File: config.mk
export PLATFORM = sky130hd
export DESIGN_NAME = rlp_select
export DESIGN_NICKNAME = d
export VERILOG_FILES = /design/src/rtl/core/rlp_pkg.sv /design/src/rtl/core/rlp_select.sv
export SDC_FILE = /design/constraint.sdc
export NUM_CORES = 1
export LEC_CHECK = 0
export BUFFER_PORTS_ARGS = -buffer_cell sky130_fd_sc_hd__buf_4
export CORE_UTILIZATION = 30
export CTS_BUF_LIST = sky130_fd_sc_hd__clkbuf_2
export DETAILED_ROUTE_END_ITERATION = 6
export PLACE_DENSITY = 0.57
export RECOVER_POWER = 50
export SLEW_MARGIN = 20
export SYNTH_ARGS = -nofsm -noshare
export SYNTH_HDL_FRONTEND = slang
export SYNTH_SLANG_ARGS = --single-unit
File: constraint.sdc
create_clock -name clk -period 8.9 [get_ports clk]
set_clock_uncertainty 0.05 [all_clocks]
set_input_delay 2.225 -clock clk [delete_from_list [all_inputs] [get_ports clk]]
set_output_delay 2.225 -clock clk [all_outputs]
set_load 0.05 [all_outputs]
File: src/rtl/core/rlp_pkg.sv
// Shared constants, types and state encodings for the run length percentile block.
package rlp_pkg;

    // Default sizing of the run store and of one run length
    localparam int MAX_RUNS_DEF = 1024;
    localparam int LEN_BITS_DEF = 20;

    // Fixed field widths
    localparam int CODE_W    = 4;
    localparam int Q_W       = 16;
    localparam int CFG_IDX_W = 2;
    localparam int OUT_LEN_W = 20;
    localparam int OUT_CNT_W = 11;

    // Register reset values
    localparam logic [CODE_W-1:0] CODE_A_RST = 4'd0;
    localparam logic [CODE_W-1:0] CODE_B_RST = 4'd1;
    localparam logic [CODE_W-1:0] CODE_C_RST = 4'd2;
    localparam logic [Q_W-1:0]    Q_RST      = 16'd62259;

    // Configuration register indexes
    typedef enum logic [CFG_IDX_W-1:0] {
        REG_CODE_A = 2'd0,
        REG_CODE_B = 2'd1,
        REG_CODE_C = 2'd2,
        REG_PCT_Q  = 2'd3
    } cfg_reg_e;

    // Selection sequencer states
    typedef enum logic [2:0] {
        SEL_IDLE,
        SEL_INDEX,
        SEL_SCAN,
        SEL_DRAIN,
        SEL_DECIDE,
        SEL_DONE
    } sel_state_t;

    // Status of the selection unit as seen by the top level
    typedef struct packed {
        logic busy;
        logic done;
    } sel_status_t;

endpackage

File: src/rtl/core/rlp_select.sv
// Radix select of the k-th smallest stored run length, one bit per pass over the store.
module rlp_select #(
    parameter int MAX_RUNS = rlp_pkg::MAX_RUNS_DEF,
    parameter int LEN_BITS = rlp_pkg::LEN_BITS_DEF
) (
    input  logic                          clk,
    input  logic                          rst_n,
    input  logic                          go,
    input  logic [$clog2(MAX_RUNS+1)-1:0] count,
    input  logic [rlp_pkg::Q_W-1:0]       q,
    output logic [$clog2(MAX_RUNS)-1:0]   rd_addr,
    input  logic [LEN_BITS-1:0]           rd_data,
    output logic [LEN_BITS-1:0]           result,
    output rlp_pkg::sel_status_t          status
);

    import rlp_pkg::*;

    localparam int CNT_W  = $clog2(MAX_RUNS + 1);
    localparam int ADDR_W = $clog2(MAX_RUNS);
    localparam int BIT_W  = $clog2(LEN_BITS);
    localparam int PROD_W = Q_W + CNT_W;

    sel_state_t state_reg, state_next;

    logic [CNT_W-1:0]    n_reg;
    logic [CNT_W-1:0]    k_reg;
    logic [CNT_W-1:0]    addr_reg;
    logic [CNT_W-1:0]    tally_reg;
    logic [LEN_BITS-1:0] prefix_reg;
    logic [BIT_W-1:0]    bit_reg;
    logic [Q_W-1:0]      q_reg;
    logic                rd_valid_reg;

    logic [PROD_W-1:0]   prod;
    logic [LEN_BITS-1:0] hi_mask;
    logic                match;
    logic                scan_last;

    // Index product q * (n - 1); the fraction bits drop off
    assign prod = PROD_W'(q_reg) * PROD_W'(n_reg - CNT_W'(1));

    // Shared compare: prefix agrees above the current bit and the bit is zero
    assign hi_mask   = ({LEN_BITS{1'b1}} << bit_reg) << 1;
    assign match     = (((rd_data ^ prefix_reg) & hi_mask) == '0) && !rd_data[bit_reg];
    assign scan_last = (addr_reg == (n_reg - CNT_W'(1)));

    // Next state
    always_comb
    begin
        state_next = state_reg;
        case (state_reg)
            SEL_IDLE:
            begin
                if (go)
                begin
                    state_next = (count == '0) ? SEL_DONE : SEL_INDEX;
                end
            end
            SEL_INDEX:  state_next = SEL_SCAN;
            SEL_SCAN:
            begin
                if (scan_last)
                begin
                    state_next = SEL_DRAIN;
                end
            end
            SEL_DRAIN:  state_next = SEL_DECIDE;
            SEL_DECIDE: state_next = (bit_reg == '0) ? SEL_DONE : SEL_SCAN;
            SEL_DONE:   state_next = SEL_IDLE;
            default:    state_next = SEL_IDLE;
        endcase
    end

    // Outputs
    always_comb
    begin
        rd_addr     = addr_reg[ADDR_W-1:0];
        result      = prefix_reg;
        status.busy = (state_reg != SEL_IDLE);
        status.done = (state_reg == SEL_DONE);
    end

    // Advance state, flag read data in the cycle after each issued address
    always_ff @(posedge clk or negedge rst_n)
    begin
        if (!rst_n)
        begin
            state_reg    <= SEL_IDLE;
            rd_valid_reg <= 1'b0;
        end
        else
        begin
            state_reg    <= state_next;
            rd_valid_reg <= (state_reg == SEL_SCAN);
        end
    end

    // Datapath: address sweep, tally, and one prefix bit per pass
    always_ff @(posedge clk)
    begin
        if (rd_valid_reg && match)
        begin
            tally_reg <= tally_reg + CNT_W'(1);
        end
        case (state_reg)
            SEL_IDLE:
            begin
                if (go)
                begin
                    n_reg      <= count;
                    q_reg      <= q;
                    prefix_reg <= '0;
                end
            end
            SEL_INDEX:
            begin
                k_reg     <= prod[Q_W +: CNT_W];
                bit_reg   <= BIT_W'(LEN_BITS - 1);
                addr_reg  <= '0;
                tally_reg <= '0;
            end
            SEL_SCAN:
            begin
                addr_reg <= addr_reg + CNT_W'(1);
            end
            SEL_DECIDE:
            begin
                if (k_reg >= tally_reg)
                begin
                    prefix_reg <= prefix_reg | (LEN_BITS'(1) << bit_reg);
                    k_reg      <= k_reg - tally_reg;
                end
                bit_reg   <= bit_reg - BIT_W'(1);
                addr_reg  <= '0;
                tally_reg <= '0;
            end
            default:
            begin
            end
        endcase
    end

endmodule

Word-level counts from Yosys, hierarchy flattened:

Index checks and enable logic that the tools add are counted.
W data, S select, Z words.

* add/subtract/negate cells: 6
* multiply operators: 1
* divide/modulo/power cells: 0
* $lt $le $gt $ge: 2
* equal/unequal tests: 9
* shifts and indexed selects: 2
* multiplexer cells: 14
* bitwise operators: 3
* reductions and logical operators: 16

Operators with widths (number)
* $pmux W11 S2: 2
* $mux W20: 2
* $pmux W20 S2: 1
* $mul A17 B12 Y27: 1
* $add A11 B1 Y11 const B: 2
* $and A20 B20 Y20: 1
* $logic_not A20 Y1: 1
* $or A20 B20 Y20: 1
* $shl A1 B5 Y20 const A: 1
* $shl A20 B5 Y19 const A: 1
* $xor A20 B20 Y20: 1
* $pmux W3 S5: 1
* $mux W3: 4
* $sub A11 B1 Y12 const B: 1
* $eq A11 B11 Y1: 1
* $ge A11 B11 Y1: 1
* $logic_not A11 Y1: 1
* $mux W11: 1
* $sub A11 B1 Y11 const B: 1
* $sub A11 B11 Y11: 1
* $pmux W5 S2: 1
* $eq A3 B2 Y1 const B: 2
* $eq A3 B3 Y1 const B: 2
* $lt A5 B6 Y1 const B: 1
* other kinds (14): 21

* flip-flop bits (word level): 89
* bits in latches: 0
* memory bits (writable): 0
* bits in read-only memories: 0
* output and inout bits: 32
* word-level logic and storage cells: 62
* memories kept: 0

Longest topological paths before layout:

Gate-level depths: netlist of run 1.

* depth after elaboration: 5
* gate-level depth with buffers: 28
* gate-level depth less buffers: 26

Worst setup path before layout of run 1:

Ideal clock, no wire load.

* path type: flip-flop to flip-flop
* start point: register n_reg[0]
* end point: register k_reg[4] (data pin)
* arrival: 6730 ps
* required time: 8580 ps
* slack: 1850 ps
* cell stages (with the launch flop): 27
* path buffers: 2
* cells stage by stage: edfxtp_1 > inv_1 > buf_1 > ha_1 > nor3b_1 > nand2_1 > or3_1 > xnor2_1 > clkbuf_1 > nand2_1 > fa_1 > inv_1 > fa_1 > fa_1 > fa_1 > inv_1 > fa_1 > inv_1 > ha_1 > nand4_1 > a21oi_1 > a21oi_1 > o31ai_1 > a21o_1 > a21oi_1 > xor2_1 > a21oi_1

* cells in the longest elaborated chain, start to end: 3

RTL lines
* start, declared: line rlp_select.sv:26 `logic [CNT_W-1:0] n_reg;`
* start signal, assigned: line rlp_select.sv:111 `n_reg <= count;`
* $sub A11 B1 Y12: line rlp_select.sv:41 `assign prod = PROD_W'(q_reg) * PROD_W'(n_reg - CNT_W'(1));`
* $mul A17 B12 Y27: line rlp_select.sv:41
* $pmux W11 S2: line rlp_select.sv:106 `case (state_reg)`
* end signal, assigned: line rlp_select.sv:118 `k_reg <= prod[Q_W +: CNT_W];`
* end signal, assigned: line rlp_select.sv:132 `k_reg <= k_reg - tally_reg;`
* end, declared: line rlp_select.sv:27 `logic [CNT_W-1:0] k_reg;`

Every way passes these cells.
A chain may end at the register's enable or synchronous reset.

Worst setup path in the final report of run 1:

Ends and elaborated chain as after synthesis.

==> results of run 1 <==
==> metal layers <==
metal / GRT usage, % / up-vias
met5: 0 / -
met4: 3.85 / 0
met3: 2.01 / 32
met2: 25.6 / 185
met1: 19.9 / 3965
li1: - / 3786
==> stage by stage <==
step | hold WS, ps | setup WS, ps
floorplan | 402 | 1850
global placement | 416 | 1730
detailed placement | 426 | 1540
CTS | 453 | 1530
global route | 476 | 1110
finish | 449 | 1590
==> placed cells by master, fill, tap and decap left out, types with 23 or more instances in the layout <==
cell and count:
sky130_fd_sc_hd__inv_1 208, sky130_fd_sc_hd__nand2_1 157, sky130_fd_sc_hd__fa_1 140, sky130_fd_sc_hd__ha_1 94
sky130_fd_sc_hd__nor2_1 76, sky130_fd_sc_hd__edfxtp_1 74, sky130_fd_sc_hd__buf_4 64, sky130_fd_sc_hd__a21oi_1 49
sky130_fd_sc_hd__xnor2_1 47, sky130_fd_sc_hd__and2_1 41, sky130_fd_sc_hd__xor2_1 23
==> worst max path at each step <==
stage / to / slack (ps) / cells after the start
2_1_floorplan: k_reg[4] / 1850 / 26
3_3_place_gp: k_reg[4] / 1730 / 26
3_5_place_dp: k_reg[4] / 1540 / 26
4_1_cts: k_reg[4] / 1530 / 26
5_1_grt: k_reg[4] / 1110 / 26
6_report: k_reg[4] / 1590 / 26
==> area by class of cell <==
type                       count  share of cell area (%)
sequential                    89                    21.2
multi-input combinational    813                    60.7
antenna                        1                  0.0209
inverter                     208                    6.52
clock inverter                 6                   0.637
clock buffer                  10                   0.418
tap                          461                    4.82
timing repair buffer          96                    5.64
==> kinds of logic after synthesis <==
kind of cell	after synthesis	synth area share (%)
AO/OA/AOI/OAI	121	6.95
XOR/XNOR	70	5.65
adder cells (fa/ha/maj)	234	36.7
buffers and inverters	263	9.55
flip-flops	89	23.4
multiplexers	10	1.42
AND/OR/NAND/NOR	378	16.3
==> synth_stat cells (all sizes together) (4+ instances only) <==
cell / instances
o21ai: 20
nand4: 10
a21oi: 49
a21o: 7
xor2: 23
ha: 94
or3: 6
xnor2: 47
nor2b: 8
or2: 6
dfrtp: 4
nand2: 157
nand3: 14
and3: 7
a31oi: 10
o21a: 5
and2: 44
fa: 140
edfxtp: 74
inv: 208
nor2: 76
nor4: 7
nor3: 15
buf: 16
clkbuf: 39
a21boi: 4
dfxtp: 11
mux4: 4
nand2b: 19
==> critical path, delay by kind of cell, from the launching register on <==
family | cells | cell delay, ps
AOI/OAI and AO/OA | 6 | 1260
xor gates and xnor gates | 2 | 280
adders and majority gates | 7 | 3170
buffers and inverters | 6 | 730
DFF | 1 | 540
and+or+nand+nor | 5 | 1060
==> metrics.txt, run 1 <==
# TYPE chip_impl_metric gauge
chip_impl_info{name="critical_path.slowest_cell",value="sky130_fd_sc_hd__fa_1"} 1
chip_impl_metric{name="number_of_vias_after_detailed_routing",unit=""} 7968
chip_impl_metric{name="rrSetupSlack",unit="ps"} 1590
chip_impl_metric{name="fraction_of_synthesis_flops_using_an_asynchronous_set_or_reset_pin",unit="%"} 4.49
chip_impl_info{name="highest-signal-layer",value="met4"} 1
chip_impl_metric{name="seq_area",unit="mm2"} 0.00254
chip_impl_metric{name="cts-resized-gates",unit=""} 0
chip_impl_info{name="outcome",value="finished with violations"} 1
chip_impl_metric{name="largest_driver_fanout_on_the_critical_path",unit=""} 17
chip_impl_metric{name="post_synth_instance_area",unit="mm2"} 0.0108
chip_impl_metric{name="timing_max_transition_violations_final",unit=""} 29
chip_impl_metric{name="grt-ovfl-total",unit=""} 0
chip_impl_metric{name="met1Wirelength",unit="um"} 11900
chip_impl_metric{name="grt_first_pass_wirelength",unit="um"} 43000
chip_impl_metric{name="design.die.area",unit="mm2"} 0.0369
chip_impl_metric{name="cts.reportedPaths.clkPinSlew",unit="ps"} 310
chip_impl_metric{name="worst_pin_slew",unit="ps"} 1790
chip_impl_metric{name="met2_wirelength",unit="um"} 13000
chip_impl_metric{name="drt_pre_antenna_iters",unit=""} 5
chip_impl_metric{name="clock_latency",unit="ps"} 710
chip_impl_metric{name="totalNegativeSetupSlack",unit="ps"} 0
chip_impl_metric{name="routability_cong",unit=""} 0.851
chip_impl_info{name="reg2reg_to",value="k_reg[4]"} 1
chip_impl_info{name="min_path_type",value="flop to flop"} 1
chip_impl_metric{name="synth_fp_nets",unit=""} 1449
chip_impl_info{name="worst_r2r_startpoint",value="n_reg[0]"} 1
chip_impl_info{name="tritoncts",value="done"} 1
chip_impl_metric{name="dp_hpwl",unit="um"} 20000
chip_impl_metric{name="layout.filler_cells",unit=""} 3726
chip_impl_metric{name="cts_made_buffers",unit=""} 9
chip_impl_metric{name="yosys.area.top_type_share",unit="%"} 25.8
chip_impl_metric{name="viasPerCell",unit=""} 4.73
chip_impl_metric{name="die_w",unit="um"} 192
chip_impl_metric{name="cts.htree.levels",unit=""} 3
chip_impl_metric{name="drc",unit=""} 0
chip_impl_metric{name="setup_viol",unit=""} 0
chip_impl_info{name="library_cell_with_the_largest_summed_area_after_synthesis",value="sky130_fd_sc_hd__fa_1"} 1
chip_impl_metric{name="signal_arrival_time_at_the_worst_endpoint",unit="ps"} 7710
chip_impl_metric{name="nets",unit=""} 1501
chip_impl_metric{name="synth.yosys.warnings",unit=""} 0
chip_impl_metric{name="postRouteAntennaNets",unit=""} 0
chip_impl_metric{name="routedWlPerCell",unit="um"} 15.8
chip_impl_info{name="cts-root-buf",value="sky130_fd_sc_hd__clkbuf_2"} 1
chip_impl_info{name="criticalPathCategory",value="flop to flop"} 1
chip_impl_metric{name="share_of_the_clock_period_used_by_the_worst_path_after_layout",unit="%"} 82.1
chip_impl_metric{name="placed_cell_area",unit="mm2"} 0.0119
chip_impl_metric{name="drt-total-wl",unit="um"} 26700
chip_impl_metric{name="num_ports",unit=""} 82
chip_impl_metric{name="synthToLayoutAreaGrowth",unit="%"} 10.4
chip_impl_metric{name="synth_cells",unit=""} 1165
chip_impl_metric{name="multi_input_comb_area",unit="mm2"} 0.00727
chip_impl_metric{name="layout.cell_area.non_filler",unit="mm2"} 0.0120
chip_impl_metric{name="slowest_delay",unit="ps"} 560
chip_impl_metric{name="postCtsSetupRepairBufs",unit=""} 0
chip_impl_metric{name="synth_edf_count",unit=""} 74
chip_impl_metric{name="max_freq",unit="MHz"} 137
chip_impl_info{name="critPathCaptureType",value="flop"} 1
chip_impl_metric{name="std_cell_rows",unit=""} 69
chip_impl_metric{name="hold_depth",unit=""} 2
chip_impl_info{name="timing.hold.worst.start",value="tally_reg[8]"} 1
chip_impl_metric{name="number_of_flip_flops_under_the_largest_register_name",unit=""} 20
chip_impl_metric{name="postLayoutCoreUtil",unit="%"} 33.7
chip_impl_info{name="end_point_of_the_worst_hold_path",value="tally_reg[8]"} 1
chip_impl_info{name="cpMostUsedCell",value="sky130_fd_sc_hd__fa_1"} 1
chip_impl_metric{name="grt_use_total",unit="%"} 15.0
chip_impl_metric{name="synth_cell_types",unit=""} 57
chip_impl_metric{name="critPathRequiredTime",unit="ps"} 9300
chip_impl_metric{name="clock_path_buffers",unit=""} 2
chip_impl_metric{name="sequential_element_share_of_the_synthesized_area",unit="%"} 23.4
chip_impl_metric{name="cells_after_dpl",unit=""} 1667
chip_impl_metric{name="hold_viol",unit=""} 0
chip_impl_metric{name="number_of_global_route_vias_before_repair",unit=""} 8270
chip_impl_metric{name="syn_avg_cell_area",unit="um2"} 9.31
chip_impl_info{name="failed_checks",value="capacitance limit, slew limit"} 1
chip_impl_info{name="timing.critical_path.from_type",value="flop"} 1
chip_impl_metric{name="floorplan.initialDensity",unit="%"} 30.5
chip_impl_metric{name="antenna_violations_before_repair",unit=""} 1
chip_impl_metric{name="number_of_design_rule_violations_left_by_the_first_detailed_router_iteration",unit=""} 375
chip_impl_metric{name="period_needed",unit="ps"} 7310
chip_impl_info{name="synth_top_cells_by_area",value="sky130_fd_sc_hd__fa_1 26%, sky130_fd_sc_hd__edfxtp_1 20%, sky130_fd_sc_hd__ha_1 11%"} 1
chip_impl_metric{name="height_of_the_die",unit="um"} 192
chip_impl_metric{name="worst_r2r_path_depth",unit=""} 26
chip_impl_info{name="ys.flop_type",value="sky130_fd_sc_hd__edfxtp_1"} 1
chip_impl_metric{name="ys_ff_latch",unit=""} 89
chip_impl_metric{name="non_filler_cells_in_the_finished_layout",unit=""} 1684
chip_impl_metric{name="detailed_route_wirelength_on_metal3",unit="um"} 1300
chip_impl_metric{name="drive_above_1_share",unit="%"} 9.17
chip_impl_metric{name="timing.slew.headroom",unit="%"} -19.4
chip_impl_metric{name="placeableCoreArea",unit="mm2"} 0.0356
chip_impl_metric{name="cts_hold_repair.buffers",unit=""} 0
chip_impl_info{name="crit_path_start",value="n_reg[0]"} 1
chip_impl_metric{name="maxCapViolations",unit=""} 1
chip_impl_metric{name="place.port_buffers",unit=""} 81
chip_impl_metric{name="grt_max_degree",unit=""} 29
chip_impl_metric{name="cts_sinks",unit=""} 89
chip_impl_info{name="grt_setup_unrepaired",value="false"} 1
Power of run 1 is left out: the tool's default activity adds up to more than one toggle a clock period on the data nets, which glitch-free logic cannot reach.
==> run 2, diff against run 1 <==
clock period = 7.1 ns   (was 8.9 ns; I/O delays follow)
==> run 2 against run 1 <==
Sequential share of layout area down 0.13 points. Critical path depth down 1. Largest cell class unchanged. The flow still finishes with violations (capacitance limit, slew limit). Hold slack worse by 6.4 ps. Critical path type unchanged. Setup slack worse by 1200 ps.
==> metrics.txt, run 2 (synthesis gave the netlist of run 1 again) <==
# TYPE chip_impl_metric gauge
chip_impl_info{name="outcome",value="finished with violations"} 1
chip_impl_info{name="failed_checks",value="capacitance limit, slew limit"} 1
chip_impl_metric{name="viasPerCell",unit=""} 4.71
chip_impl_metric{name="std_cell_rows",unit=""} 69
chip_impl_metric{name="cts.htree.levels",unit=""} 3
chip_impl_metric{name="cp_num_buf_inv",unit=""} 5
chip_impl_info{name="tritoncts",value="done"} 1
chip_impl_info{name="cts-root-buf",value="sky130_fd_sc_hd__clkbuf_2"} 1
chip_impl_info{name="cpMostUsedCell",value="sky130_fd_sc_hd__fa_1"} 1
chip_impl_metric{name="drt-total-wl",unit="um"} 26600
chip_impl_metric{name="share_of_the_clock_period_used_by_the_worst_path_after_layout",unit="%"} 94.7
chip_impl_info{name="gr-max-usage-layer",value="met2"} 1
chip_impl_metric{name="placeableCoreArea",unit="mm2"} 0.0356
chip_impl_metric{name="routability_cong",unit=""} 0.893
chip_impl_metric{name="routedWlPerCell",unit="um"} 15.8
chip_impl_metric{name="worst_pin_slew",unit="ps"} 1840
chip_impl_info{name="criticalPathCategory",value="flop to flop"} 1
chip_impl_metric{name="drive_above_1_share",unit="%"} 9.93
chip_impl_metric{name="cts.reportedPaths.clkPinSlew",unit="ps"} 290
chip_impl_info{name="timing.critical_path.from_type",value="flop"} 1
chip_impl_metric{name="grt_use_total",unit="%"} 15.1
chip_impl_metric{name="cts_made_buffers",unit=""} 9
chip_impl_metric{name="setup_viol",unit=""} 0
chip_impl_info{name="grt_setup_unrepaired",value="false"} 1
chip_impl_metric{name="num_ports",unit=""} 82
chip_impl_metric{name="clock_latency",unit="ps"} 650
chip_impl_info{name="kind_of_cell_with_the_highest_combined_delay_on_the_critical_path",value="adder cells"} 1
chip_impl_metric{name="die_w",unit="um"} 192
chip_impl_metric{name="totalNegativeSetupSlack",unit="ps"} 0
chip_impl_info{name="critical_path.slowest_cell",value="sky130_fd_sc_hd__fa_1"} 1
chip_impl_metric{name="grt_util_met2",unit="%"} 25.6
chip_impl_info{name="min_path_type",value="flop to flop"} 1
chip_impl_metric{name="grt-ovfl-total",unit=""} 0
chip_impl_metric{name="cts_hold_repair.buffers",unit=""} 0
chip_impl_metric{name="critPathRequiredTime",unit="ps"} 7440
chip_impl_info{name="critPathCaptureType",value="flop"} 1
chip_impl_metric{name="timing_max_transition_violations_final",unit=""} 29
chip_impl_metric{name="clock_path_buffers",unit=""} 2
chip_impl_metric{name="drt_pre_antenna_iters",unit=""} 5
chip_impl_metric{name="cts_sinks",unit=""} 89
chip_impl_metric{name="height_of_the_die",unit="um"} 192
chip_impl_metric{name="layout.cell_area.non_filler",unit="mm2"} 0.0121
chip_impl_metric{name="use_met3",unit="%"} 1.83
chip_impl_metric{name="hold_viol",unit=""} 0
chip_impl_info{name="most-common-layout-cells",value="208 x sky130_fd_sc_hd__inv_1, 157 x sky130_fd_sc_hd__nand2_1, 140 x sky130_fd_sc_hd__fa_1"} 1
chip_impl_metric{name="number_of_flip_flops_under_the_largest_register_name",unit=""} 20
chip_impl_metric{name="grt_max_degree",unit=""} 37
chip_impl_metric{name="signal_arrival_time_at_the_worst_endpoint",unit="ps"} 7060
chip_impl_metric{name="grtUsageMet1",unit="%"} 20.3
chip_impl_metric{name="maxCapViolations",unit=""} 1
chip_impl_metric{name="postRouteAntennaNets",unit=""} 0
chip_impl_metric{name="design.die.area",unit="mm2"} 0.0369
chip_impl_metric{name="floorplan.initialDensity",unit="%"} 30.5
chip_impl_metric{name="placed_cell_area",unit="mm2"} 0.0119
chip_impl_metric{name="timing.slew.headroom",unit="%"} -23.0
chip_impl_metric{name="drc",unit=""} 0
chip_impl_metric{name="slowest_delay",unit="ps"} 570
chip_impl_metric{name="place.port_buffers",unit=""} 81
chip_impl_metric{name="number_of_vias_after_detailed_routing",unit=""} 7960
chip_impl_metric{name="number_of_design_rule_violations_left_by_the_first_detailed_router_iteration",unit=""} 418
chip_impl_metric{name="number_of_global_route_vias_before_repair",unit=""} 8329
chip_impl_metric{name="period_needed",unit="ps"} 6720
chip_impl_metric{name="grt_first_pass_wirelength",unit="um"} 43400
chip_impl_metric{name="antenna_violations_before_repair",unit=""} 1
chip_impl_metric{name="max_freq",unit="MHz"} 149
chip_impl_info{name="commonest_non_fill_non_tap_cell_in_the_layout",value="sky130_fd_sc_hd__inv_1"} 1
chip_impl_metric{name="largest_driver_fanout_on_the_critical_path",unit=""} 17
chip_impl_metric{name="synthToLayoutAreaGrowth",unit="%"} 11.1
chip_impl_metric{name="dp_hpwl",unit="um"} 20300
chip_impl_metric{name="nets",unit=""} 1507
run 2: layer usage:
layer  vias up  routed length (um)
li1       3801                   -
met1      4016               12000
met2       121               13200
met3        22                 992
met4         0                 448
met5         -                   0
run 2: repair_timing:
action,4_1_cts,5_1_grt
endpoints found under the setup margin,0,7
resized for setup,0,7
buffers inserted,0,2
run 2: layout make-up:
class	count	area, um2
antenna	1	2.50
clock buffer	10	50.0
clock inverter	6	75.1
fill	3710	23500
inverter	208	781
multi-input combinational	813	7300
sequential	89	2540
tap	461	577
timing repair buffer	102	724
run 2: through the flow:
stage,setup slack (ps),hold WS [ps],instances,utilization (%)
final,376,443,1690,33.9
after global routing,1.64,470,1690,33.9
after CTS,123,452,1687,33.9
after detailed placement,203,424,1671,33.5
after global placement,389,416,1671,33.5
after floorplan,50.2,402,1165,-
run 2: worst paths after layout:
check / from / endpoint / slack [ps] / depth (start not counted)
worst max-delay path: n_reg[0] / k_reg[7] / 380 / 25
worst min-delay path: tally_reg[8] / tally_reg[8] / 440 / 2
worst max register to register: n_reg[0] / k_reg[7] / 380 / 25
worst min register to register: tally_reg[8] / tally_reg[8] / 440 / 2
max in group asynchronous: rst_n / state_reg[1] / 5960 / 1
min in group asynchronous: rst_n / state_reg[0] / 850 / 1
run 2: tightest hold or removal path, cell delays in order, from the launching register on:
cell and delay (ps):
sky130_fd_sc_hd__dfxtp_1 380, sky130_fd_sc_hd__nand2_1 50, sky130_fd_sc_hd__mux2i_1 50
Power of run 2 is left out for the same reason.
